<file path="src/rtl/chs_pkg.sv">
// ----------------------------------------------------------------------------
// chs_pkg
// shared types and constants of the chained hash set unit
// ----------------------------------------------------------------------------
`default_nettype none

package chs_pkg;

   localparam int unsigned NumBucketsDefault  = 16;
   localparam int unsigned BucketDepthDefault = 8;
   localparam int unsigned KeyWidth           = 31;
   localparam int unsigned KindWidth          = 2;
   localparam int unsigned CountWidth         = 5;
   localparam int unsigned StatusWidth        = 3;
   localparam int unsigned BucketWidth        = 4;
   localparam int unsigned PositionWidth      = 3;
   localparam logic [CountWidth-1:0] CountReset = 5'd10;

   typedef enum logic [KindWidth-1:0] {
      KIND_INSERT = 2'd0,
      KIND_SEARCH = 2'd1,
      KIND_REMOVE = 2'd2,
      KIND_SPARE  = 2'd3
   } kind_type;

   typedef enum logic [StatusWidth-1:0] {
      ST_INSERTED  = 3'd0,
      ST_DUPLICATE = 3'd1,
      ST_FOUND     = 3'd2,
      ST_NOT_FOUND = 3'd3,
      ST_REMOVED   = 3'd4,
      ST_RM_MISS   = 3'd5,
      ST_FULL      = 3'd6
   } status_type;

   // classified request handed from front to back
   typedef struct packed {
      kind_type                kind;
      logic [KeyWidth-1:0]     key;
      logic [BucketWidth-1:0]  bucket;
   } job_type;

   typedef struct packed {
      status_type                status;
      logic [BucketWidth-1:0]    bucket;
      logic [PositionWidth-1:0]  position;
   } result_type;

endpackage

`default_nettype wire

</file>
<file path="src/rtl/chained_hash_set_unit.sv">
// ----------------------------------------------------------------------------
// chained_hash_set_unit
// set of 31-bit keys in chained buckets, insert / search / remove
// ----------------------------------------------------------------------------
// channel   direction  contents
// req_      in         tuser kind, tdata key
// rsp_      out        tdata status, bucket, position
// csr_      in         bucket count write
// front: serial key remainder, one request at a time
// back: reads and compares the bucket entries in turn, shifts later entries down on remove
// front and back overlap through a two-entry queue
// sync reset clears fill counts; key store needs no clear
// either side stalls on its own
`default_nettype none

module chained_hash_set_unit #(
   parameter int unsigned NUM_BUCKETS  = chs_pkg::NumBucketsDefault,
   parameter int unsigned BUCKET_DEPTH = chs_pkg::BucketDepthDefault
) (
   input  wire logic        clock,
   input  wire logic        reset,
   input  wire logic        csr_we,
   input  wire logic [4:0]  csr_wdata,
   input  wire logic        req_tvalid,
   output logic             req_tready,
   input  wire logic [1:0]  req_tuser,   // kind
   input  wire logic [31:0] req_tdata,   // key[30:0], pad
   output logic             rsp_tvalid,
   input  wire logic        rsp_tready,
   output logic [15:0]      rsp_tdata    // status[2:0], bucket[6:3], position[9:7], pad
);
   import chs_pkg::*;

   logic [CountWidth-1:0] count_ff;
   logic                  fq_valid, fq_ready, qb_valid, qb_ready;
   job_type               fq_job, qb_job;
   result_type            res;

   always_ff @(posedge clock) begin
      if (reset) count_ff <= CountReset;
      else if (csr_we) count_ff <= csr_wdata;
   end

   chs_front #(.NUM_BUCKETS(NUM_BUCKETS)) u_front (
      .clock, .reset, .bucket_count(count_ff),
      .in_valid(req_tvalid), .in_ready(req_tready),
      .in_kind(kind_type'(req_tuser)), .in_key(req_tdata[KeyWidth-1:0]),
      .job_valid(fq_valid), .job_ready(fq_ready), .job(fq_job)
   );

   chs_queue u_queue (
      .clock, .reset,
      .in_valid(fq_valid), .in_ready(fq_ready), .in_job(fq_job),
      .out_valid(qb_valid), .out_ready(qb_ready), .out_job(qb_job)
   );

   chs_back #(.NUM_BUCKETS(NUM_BUCKETS), .BUCKET_DEPTH(BUCKET_DEPTH)) u_back (
      .clock, .reset,
      .job_valid(qb_valid), .job_ready(qb_ready), .job(qb_job),
      .out_valid(rsp_tvalid), .out_ready(rsp_tready), .out_result(res)
   );

   assign rsp_tdata = {6'd0, res.position, res.bucket, res.status};

endmodule

`default_nettype wire

</file>
<file path="src/rtl/chs_front.sv">
// ----------------------------------------------------------------------------
// chs_front
// accepts requests and computes the bucket by a serial remainder
// ----------------------------------------------------------------------------
`default_nettype none

module chs_front #(
   parameter int unsigned NUM_BUCKETS = chs_pkg::NumBucketsDefault
) (
   input  wire logic                               clock,
   input  wire logic                               reset,
   input  wire logic [chs_pkg::CountWidth-1:0]     bucket_count,
   input  wire logic                               in_valid,
   output logic                                    in_ready,
   input  wire chs_pkg::kind_type                  in_kind,
   input  wire logic [chs_pkg::KeyWidth-1:0]       in_key,
   output logic                                    job_valid,
   input  wire logic                               job_ready,
   output chs_pkg::job_type                        job
);
   import chs_pkg::*;

   localparam int unsigned StepWidth = $clog2(KeyWidth + 1);

   typedef enum logic [1:0] {S_IDLE, S_DIV, S_DONE} state_type;

   state_type                 state_ff, state_in;
   logic [StepWidth-1:0]      step_ff, step_in;
   logic [KeyWidth-1:0]       key_ff, key_in;
   logic [KeyWidth-1:0]       shift_ff, shift_in;
   kind_type                  kind_ff, kind_in;
   logic [CountWidth:0]       rem_ff, rem_in;
   logic [CountWidth-1:0]     div_ff, div_in;
   logic [CountWidth:0]       trial;

   logic [CountWidth-1:0] eff_count;
   always_comb begin
      eff_count = bucket_count;
      if (bucket_count == '0) eff_count = CountWidth'(1);
      if (32'(bucket_count) > NUM_BUCKETS) eff_count = CountWidth'(NUM_BUCKETS);
   end

   assign trial = {rem_ff[CountWidth-1:0], shift_ff[KeyWidth-1]};

   always_comb begin
      state_in = state_ff;
      step_in  = step_ff;
      key_in   = key_ff;
      shift_in = shift_ff;
      kind_in  = kind_ff;
      rem_in   = rem_ff;
      div_in   = div_ff;
      unique case (state_ff)
         S_IDLE: begin
            if (in_valid) begin
               state_in = S_DIV;
               key_in   = in_key;
               shift_in = in_key;
               kind_in  = in_kind;
               rem_in   = '0;
               div_in   = eff_count;
               step_in  = '0;
            end
         end
         S_DIV: begin
            rem_in   = (trial >= {1'b0, div_ff}) ? trial - {1'b0, div_ff} : trial;
            shift_in = {shift_ff[KeyWidth-2:0], 1'b0};
            step_in  = step_ff + 1'b1;
            if (step_ff == StepWidth'(KeyWidth - 1)) state_in = S_DONE;
         end
         S_DONE: begin
            if (job_ready) state_in = S_IDLE;
         end
         default: state_in = S_IDLE;
      endcase
   end

   always_ff @(posedge clock) begin
      if (reset) begin
         state_ff <= S_IDLE;
      end else begin
         state_ff <= state_in;
      end
      step_ff  <= step_in;
      key_ff   <= key_in;
      shift_ff <= shift_in;
      kind_ff  <= kind_in;
      rem_ff   <= rem_in;
      div_ff   <= div_in;
   end

   assign in_ready   = (state_ff == S_IDLE);
   assign job_valid  = (state_ff == S_DONE);
   assign job.kind   = kind_ff;
   assign job.key    = key_ff;
   assign job.bucket = rem_ff[BucketWidth-1:0];

endmodule

`default_nettype wire

</file>
<file path="src/rtl/chs_queue.sv">
// ----------------------------------------------------------------------------
// chs_queue
// two-entry queue between front and back
// ----------------------------------------------------------------------------
`default_nettype none

module chs_queue (
   input  wire logic             clock,
   input  wire logic             reset,
   input  wire logic             in_valid,
   output logic                  in_ready,
   input  wire chs_pkg::job_type in_job,
   output logic                  out_valid,
   input  wire logic             out_ready,
   output chs_pkg::job_type      out_job
);
   import chs_pkg::*;

   job_type    slot_ff [2];
   logic       wptr_ff, rptr_ff;
   logic [1:0] cnt_ff;
   logic       push, pop;

   assign in_ready  = (cnt_ff != 2'd2);
   assign out_valid = (cnt_ff != 2'd0);
   assign out_job   = slot_ff[rptr_ff];
   assign push      = in_valid && in_ready;
   assign pop       = out_valid && out_ready;

   always_ff @(posedge clock) begin
      if (reset) begin
         wptr_ff <= 1'b0;
         rptr_ff <= 1'b0;
         cnt_ff  <= 2'd0;
      end else begin
         if (push) wptr_ff <= ~wptr_ff;
         if (pop) rptr_ff <= ~rptr_ff;
         cnt_ff <= cnt_ff + {1'b0, push} - {1'b0, pop};
      end
      if (push) slot_ff[wptr_ff] <= in_job;
   end

endmodule

`default_nettype wire

</file>
<file path="src/rtl/chs_back.sv">
// ----------------------------------------------------------------------------
// chs_back
// scans one bucket, then inserts, reports or removes with shift-down
// ----------------------------------------------------------------------------
`default_nettype none

module chs_back #(
   parameter int unsigned NUM_BUCKETS  = chs_pkg::NumBucketsDefault,
   parameter int unsigned BUCKET_DEPTH = chs_pkg::BucketDepthDefault
) (
   input  wire logic                 clock,
   input  wire logic                 reset,
   input  wire logic                 job_valid,
   output logic                      job_ready,
   input  wire chs_pkg::job_type     job,
   output logic                      out_valid,
   input  wire logic                 out_ready,
   output chs_pkg::result_type       out_result
);
   import chs_pkg::*;

   localparam int unsigned BW = (NUM_BUCKETS > 1) ? $clog2(NUM_BUCKETS) : 1;
   localparam int unsigned PW = (BUCKET_DEPTH > 1) ? $clog2(BUCKET_DEPTH) : 1;
   localparam int unsigned FW = $clog2(BUCKET_DEPTH + 1);
   localparam int unsigned AW = BW + PW;
   localparam int unsigned Entries = NUM_BUCKETS * (2 ** PW);

   typedef enum logic [2:0] {S_IDLE, S_RD, S_CMP, S_SHRD, S_SHWR, S_OUT} state_type;

   logic [KeyWidth-1:0] mem [Entries];
   logic [FW-1:0]       fill_ff [NUM_BUCKETS];

   state_type           state_ff;
   job_type             job_ff;
   logic [FW-1:0]       idx_ff;
   logic [FW-1:0]       cur_fill_ff;
   logic [KeyWidth-1:0] rdata_ff;
   logic [AW-1:0]       raddr;
   logic                re;
   logic [AW-1:0]       waddr;
   logic [KeyWidth-1:0] wdata;
   logic                we;
   result_type          res_ff;
   logic [BW-1:0]       bidx;

   assign bidx = BW'(job_ff.bucket);

   always_ff @(posedge clock) begin
      if (re) rdata_ff <= mem[raddr];
      if (we) mem[waddr] <= wdata;
   end

   always_comb begin
      re    = 1'b0;
      raddr = {bidx, idx_ff[PW-1:0]};
      we    = 1'b0;
      waddr = {bidx, idx_ff[PW-1:0]};
      wdata = job_ff.key;
      unique case (state_ff)
         S_RD: re = (idx_ff < cur_fill_ff);
         S_SHRD: re = 1'b1;
         S_SHWR: begin
            we    = 1'b1;
            waddr = {bidx, PW'(idx_ff - 1'b1)};
            wdata = rdata_ff;
         end
         S_OUT: begin
            we = (job_ff.kind == KIND_INSERT) && (res_ff.status == ST_INSERTED);
            waddr = {bidx, cur_fill_ff[PW-1:0]};
         end
         default: ;
      endcase
   end

   always_ff @(posedge clock) begin
      if (reset) begin
         state_ff <= S_IDLE;
         for (int i = 0; i < NUM_BUCKETS; i++) fill_ff[i] <= '0;
      end else begin
         unique case (state_ff)
            S_IDLE: begin
               if (job_valid) begin
                  job_ff      <= job;
                  cur_fill_ff <= fill_ff[BW'(job.bucket)];
                  idx_ff      <= '0;
                  state_ff    <= S_RD;
               end
            end
            S_RD: begin
               if (idx_ff < cur_fill_ff) begin
                  state_ff <= S_CMP;
               end else begin
                  res_ff.bucket <= job_ff.bucket;
                  res_ff.position <= '0;
                  unique case (job_ff.kind)
                     KIND_INSERT: begin
                        if (cur_fill_ff >= FW'(BUCKET_DEPTH)) begin
                           res_ff.status <= ST_FULL;
                        end else begin
                           res_ff.status   <= ST_INSERTED;
                           res_ff.position <= PositionWidth'(cur_fill_ff);
                           fill_ff[bidx]   <= cur_fill_ff + 1'b1;
                        end
                     end
                     KIND_REMOVE: res_ff.status <= ST_RM_MISS;
                     default: res_ff.status <= ST_NOT_FOUND;
                  endcase
                  state_ff <= S_OUT;
               end
            end
            S_CMP: begin
               if (rdata_ff == job_ff.key) begin
                  res_ff.bucket   <= job_ff.bucket;
                  res_ff.position <= PositionWidth'(idx_ff);
                  unique case (job_ff.kind)
                     KIND_INSERT: begin
                        res_ff.status <= ST_DUPLICATE;
                        state_ff      <= S_OUT;
                     end
                     KIND_REMOVE: begin
                        res_ff.status <= ST_REMOVED;
                        fill_ff[bidx] <= cur_fill_ff - 1'b1;
                        idx_ff        <= idx_ff + 1'b1;
                        state_ff      <= S_SHRD;
                     end
                     default: begin
                        res_ff.status <= ST_FOUND;
                        state_ff      <= S_OUT;
                     end
                  endcase
               end else begin
                  idx_ff   <= idx_ff + 1'b1;
                  state_ff <= S_RD;
               end
            end
            S_SHRD: begin
               if (idx_ff < cur_fill_ff) state_ff <= S_SHWR;
               else state_ff <= S_OUT;
            end
            S_SHWR: begin
               idx_ff   <= idx_ff + 1'b1;
               state_ff <= S_SHRD;
            end
            S_OUT: begin
               if (out_ready) state_ff <= S_IDLE;
            end
            default: state_ff <= S_IDLE;
         endcase
      end
   end

   assign job_ready  = (state_ff == S_IDLE);
   assign out_valid  = (state_ff == S_OUT);
   assign out_result = res_ff;

endmodule

`default_nettype wire
</file>
<file path="config.mk">
export PLATFORM = sky130hd
export DESIGN_NAME = chained_hash_set_unit
export DESIGN_NICKNAME = d
export VERILOG_FILES = /design/src/rtl/chs_pkg.sv /design/src/rtl/chained_hash_set_unit.sv /design/src/rtl/chs_front.sv /design/src/rtl/chs_queue.sv /design/src/rtl/chs_back.sv
export SDC_FILE = /design/constraint.sdc
export NUM_CORES = 2
export LEC_CHECK = 0
export ABC_AREA = 1
export BUFFER_PORTS_ARGS = -buffer_cell sky130_fd_sc_hd__buf_2
export CAP_MARGIN = 20
export CORE_AREA = 2 2 676 678
export CTS_CLUSTER_SIZE = 14
export DETAILED_ROUTE_END_ITERATION = 8
export DIE_AREA = 0 0 678 680
export GPL_TIMING_DRIVEN = 1
export HOLD_SLACK_MARGIN = 0.15
export SLEW_MARGIN = 25
export SYNTH_ARGS = -nofsm -noshare
export SYNTH_HDL_FRONTEND = slang
export SYNTH_MEMORY_MAX_BITS = 65536
export SYNTH_SLANG_ARGS = --single-unit
</file>
<file path="constraint.sdc">
create_clock -name clock -period 18.55 [get_ports clock]
set_input_delay 1.855 -clock clock [delete_from_list [all_inputs] [get_ports clock]]
set_output_delay 1.855 -clock clock [all_outputs]
set_load 0.1 [all_outputs]
</file>
# == Word-level counts from Yosys, hierarchy flattened ==
# Memory sizes are Yosys's and may differ from the RTL's. A register that Yosys moved wholly into a read port is not among the register bits.
# Index checks and enable logic that the tools add are counted.
# totals
register_bits,144
ramBits,4106
out_inout_bits,18
wordCells,137
n_memories,3
# op_classes
addsub,8
n_lt_le_gt_ge,4
eq_ne,19
n_mux,58
bitwise,4
reduce_logical,21
# mem_list
memory,depth,width,read_ports,rd_ports_with_merged_regs,wr,line,rtl
u_back.mem,128,31,1,1,1,chs_back.sv:30,logic [KeyWidth-1:0] mem [Entries];
u_queue.slot_ff,2,37,1,1,1,chs_queue.sv:19,job_type slot_ff [2];
u_back.fill_ff,16,4,1,1,16,chs_back.sv:31,logic [FW-1:0] fill_ff [NUM_BUCKETS];
# ops
cell,n
31-bit two-way mux,2
31-bit one-hot mux with 2 select lines,1
31-bit equality test,1
3-bit two-way mux,8
4-bit two-way mux,6
1-bit two-way mux,21
10-bit two-way mux,2
5-bit two-way mux,4
10-bit one-hot mux with 2 select lines,1
5-bit one-hot mux with 2 select lines,2
3-bit one-hot mux with 2 select lines,3
3-bit one-hot mux with 6 select lines,1
4-bit one-hot mux with 3 select lines,1
"4-bit by 1-bit adder with 4-bit output, second input constant",2
"2-bit by 1-bit != test with 1-bit output, second input constant",4
"2-bit != test, second input constant",4
4-bit AND reduction,2
"3-bit by 2-bit equality test with 1-bit output, second input constant",2
"3-bit equality test, second input constant",2
6-bit by 5-bit greater-or-equal comparator with 1-bit output,1
3-bit zero test,2
2-bit two-way mux,3
2-bit one-hot mux with 3 select lines,1
2-bit AND reduction,3
25 further kinds,35

# == Longest topological paths before layout ==
# depth
depth_word,10
mapped_depth,18

# == By module ==
# From an unflattened synthesis, not the netlist that was laid out.
# hier_totals
cells_unflattened,14385
hier_area_um2,172530.5
# modules_own_cells
module,n_inst,cells_per_inst,area_each_um2,seq_area_each_um2
chs_back,1,13909,165805.3,123718.7
chs_front,1,288,3402.0,2412.3
chs_queue,1,152,3066.7,2322.2
chained_hash_set_unit,1,36,256.5,100.1

# == Worst setup path before layout ==
# Ideal clock, no wire load.
# synth_timing
kind,reg-to-reg
start,register u_back.state_ff[1]
end,"memory u_back.mem[0][0], data pin"
setup_time_ns,1.198
t_arrival_ns,5.953
path_slack_ns,11.400
stages_incl_launch_ff,6
period_less_slack_ns,7.150
path_cell_list,dfxtp_1 -> nor2_1 -> nand2_1 -> clkbuf_1 -> clkbuf_1 -> o21ai_0
# synth_between
elab_chain_len,2
# synth_lines
element,line,rtl
from (decl),chs_back.sv:33,state_type state_ff;
from (signal assigned),chs_back.sv:77,state_ff <= S_IDLE;
from (signal assigned),chs_back.sv:86,state_ff <= S_RD;
from (signal assigned),chs_back.sv:91,state_ff <= S_CMP;
3-bit equality test,chs_back.sv:59,unique case (state_ff)
31-bit two-way mux,chs_back.sv:59,
named net u_back.wdata[0],chs_back.sv:41,logic [KeyWidth-1:0] wdata;
to (decl),chs_back.sv:30,
# The timed path passes the listed nets, and every way through them passes these cells.

# == Worst setup path after layout ==
# layout_timing
start,register u_back.idx_ff[0]
end,"register u_back.rdata_ff[14] (read register of u_back.mem), data pin"
# layout_between
elab_chain_len,2
# layout_lines
element,line,rtl
from (decl),chs_back.sv:35,logic [FW-1:0] idx_ff;
from (signal assigned),chs_back.sv:123,idx_ff <= idx_ff + 1'b1;
from (signal assigned),chs_back.sv:132,idx_ff <= idx_ff + 1'b1;
from (signal assigned),chs_back.sv:141,idx_ff <= idx_ff + 1'b1;
4-bit < comparator,chs_back.sv:60,S_RD: re = (idx_ff < cur_fill_ff);
1-bit one-hot mux with 2 select lines,chs_back.sv:59,
to (decl),chs_back.sv:37,logic [KeyWidth-1:0] rdata_ff;
# Several ways; a longest one is shown, not always the timed one.
# A chain may end at the register's enable or synchronous reset.

==> summary.txt <==
Run status
  – Outcome: finished, final reports clean

Worst setup path
  – Slowest stage cell, crit path: buf_4
  – FF-to-FF path depth: 13
  – R2r setup slk: 12.77 ns
  – Buf/Inv on CP: 5
  – CP Data Required Time: 19.34 ns
  – Critical path launch point type: flip-flop
  – CP Cell Sequence: inv_8 -> buf_4 -> buf_4 -> buf_4 -> buf_4 -> o21ai_0 -> nand3_1 -> nand3_1 -> nand2_1 -> nor2_1 -> nor2_1 -> nor2_1 -> nand2_1
  – Critical path endpoint category: flip-flop
  – Critical path class: reg2reg
  – WP data arrival: 6.57 ns
  – Largest delay contributor family on the critical path: buffers and inverters
  – Max stage delay on crit path: 0.88 ns
  – Critical path fanouts, max: 106
  – Crit-path most repeated cell: buf_4
  – CP Depth: 13

Synth
  – Largest area contributor in the netlist: edfxtp_1
  – Synth Instances: 14500
  – EDFF count, synth: 4271
  – Synth Cell Area: 0.172 sq mm
  – Primary FF master, synth: edfxtp_1
  – Cell variety after synth: 38
  – Area contributors post-synth: edfxtp_1 75%, nor2_1 9.1%, o21ai_0 5.2%
  – Avg Cell Area, Syn: 11.9 sq um
  – Async set-or-reset flop fraction in the synthesized netlist: 0%
  – #FFs+latches synth: 4286
  – Synth warn: 0
  – Cell with the most instances after synthesis: edfxtp_1
  – Seq/Total Area, Yosys: 74.7%
  – Synth top area share: 74.6%
  – Commonest cells in the netlist: 4271 x edfxtp_1, 4154 x nor2_1, 1803 x o21ai_0, 1481 x nand3_1, 1447 x nand2_1

Clocking
  – Clk root buf: clkbuf_16
  – # hold bufs at CTS: 0
  – Clock latency on the worst-skew pair: 0.99 ns
  – Cts repair resizes: 0
  – TritonCTS clock tree: built
  – # Post-CTS Setup Buffers: 0
  – Sink Count: 4286
  – Clock buffer depth: 4
  – Clock-pin slew on the worst setup and hold paths: 0.06 ns
  – CTS Buf Count: 426
  – CTS H-tree depth: 5

Detailed routing
  – First DRT Iteration DRCs: 13300
  – Vias/cell: 5.32
  – Detailed-route DRC error count: 0
  – DR WL/cell: 23.7 um
  – Router iterations before antenna repair: 8
  – Vias post-DR: 110000
  – DRT Wirelength: 492000 um
  – Antenna-violating nets left: 0

STA
  – Final Skew: 0.0354 ns
  – Final Slew Violations: 0
  – Unrepaired setup endpoints after global routing: false
  – Final Cycle Share: 31.2%
  – Fmax: 0.173 GHz
  – Rel. slew slack: 24.0%
  – Setup Viol. Count Final: 0
  – Final Hold Viols: 0
  – Setup_tns: 0 ns
  – Fin Hold WS: 0.446 ns
  – Post-route minimum period: 5.78 ns
  – Slew @ Worst Pin: 1.14 ns

Worst hold path
  – HP Class: reg2reg
  – WHS Path Cells: 0

Global routing
  – Pin count of the biggest net entering global routing: 181
  – Initial antenna violation count: 19
  – Total Routing Usage GR: 20.5%
  – GRT Residual Overflow: 0
  – First-pass GRT wire length: 703000 um
  – Vias in the first global route: 102000

Die
  – Core Area: 0.454 sq mm
  – I/O pin total: 62
  – Rows: 248
  – Width of the die: 678 um
  – Die Y: 680 um
  – Initial Util: 37.9%
  – Die area: 0.461 sq mm

Pwr
  – Clk pwr share: 32.4%
  – Sequential share of power: 45.0%
  – Peak VDD IR: 115 uV
  – Gate power share: 22.6%
  – Psw: 8.24 mW
  – Pleak: 65.1 nW
  – PwrDens: 132 mW/mm^2
  – Sw Ratio: 32.1%
  – Internal power: 17.4 mW

Final layout
  – P&R area growth vs syn: 12.6%
  – # nets final: 14400
  – Layout cells sized above 1: 7.85%

Flow run
  – Total of max-cap violations: 0

Place
  – Final HPWL DP: 261000 um
  – Gpl congestion: 0.867
  – PortBufs: 54
[final timing paths]
check | from | to
max | u_back.idx_ff[0] | u_back.rdata_ff[14]
max reg2reg | u_back.idx_ff[0] | u_back.rdata_ff[14]
min | u_front.key_ff[7] | u_queue.slot_ff[1][11]
min reg2reg | u_front.key_ff[7] | u_queue.slot_ff[1][11]
[power by group through the flow]
stage / clock (mW) / sequential, mW / combinational, mW
floorplan: 0 / 12.0 / 3.30
global placement: 0 / 11.7 / 5.62
detailed placement: 0 / 11.7 / 5.70
CTS: 8.41 / 11.5 / 5.72
global route: 8.78 / 11.5 / 6.24
finish: 8.31 / 11.5 / 5.79
[metal layers]
metal / track usage, % / up-vias / share of wire, %
met5: 0 / - / 0
met4: 8.16 / 0 / 4.1
met3: 3.03 / 755 / 8.1
met2: 31.8 / 4401 / 45
met1: 29.2 / 54500 / 42
li1: - / 50700 / -
[cell families after synthesis]
logic type	share of synthesized area (%)
and+or+nand+nor	16.6
DFF	74.7
adders and majority gates	0.154
xor gates and xnor gates	0.0560
buffers and inverters	2.55
other	0.00218
AOI/OAI and AO/OA	5.90
[registers in the layout, indices dropped and copies added, names as in the netlist, 3 cells and up, named ones only]
| register | cells |
|---|---|
| count_ff | 5 |
| u_front.rem_ff | 5 |
| u_queue.slot_ff | 74 |
| u_back.cur_fill_ff | 4 |
| u_back.out_result | 10 |
| u_back.bidx | 4 |
| u_back.job_ff | 33 |
| u_back.rdata_ff | 31 |
| u_front.step_ff | 5 |
| u_back.state_ff | 3 |
| u_back.fill_ff | 64 |
| u_back.idx_ff | 4 |
| u_front.shift_ff | 31 |
| u_front.div_ff | 5 |
| u_back.mem | 3968 |
| u_front.key_ff | 31 |
[layout by cell type, fill, tap and decap left out, types with 4 or more instances in the layout]
master	instances
edfxtp_1	4271
nor2_1	4020
o21ai_0	1774
nand3_1	1481
nand2_1	1434
clkbuf_16	434
buf_4	299
inv_1	139
nor2_4	133
clkinv_1	109
clkbuf_1	91
clkinv_2	79
o21ai_1	77
buf_2	54
o211ai_1	50
a21oi_1	49
bufinv_16	30
o21ai_4	29
buf_12	20
ha_1	18
dfxtp_1	15
inv_6	14
clkinvlp_4	12
nand2_4	11
diode_2	9
buf_16	8
xor2_1	7
nand4_1	6
conb_1	6
nor3_1	5
buf_6	5
nor4_1	4
or2_2	4
inv_16	4
[cell type report]
cell class | instances | area, sq um
diodes | 9 | 22.5
clock buffers | 525 | 11200
clock inverters | 249 | 2050
fillers | 41300 | 261000
inverters | 147 | 584
multi-input cells | 9135 | 40600
flip-flops and latches | 4286 | 129000
well taps | 6000 | 7510
repair buffers | 387 | 3210
[per-stage QoR]
step / setup slack, ns / util (%) / power (mW) / instance area, sq um / std cells
3_3_place_gp: 12.69 / 39.6 / 17.3 / 180000 / 19900
5_1_grt: 12.33 / 42.6 / 26.5 / 194000 / 20700
3_5_place_dp: 12.73 / 39.7 / 17.4 / 180000 / 20000
6_report: 12.77 / 42.6 / 25.6 / 194000 / 20700
4_1_cts: 12.72 / 42.6 / 25.6 / 194000 / 20700
2_1_floorplan: 11.40 / - / 15.3 / 172000 / 14500
(Power assumes the default switching activity.)
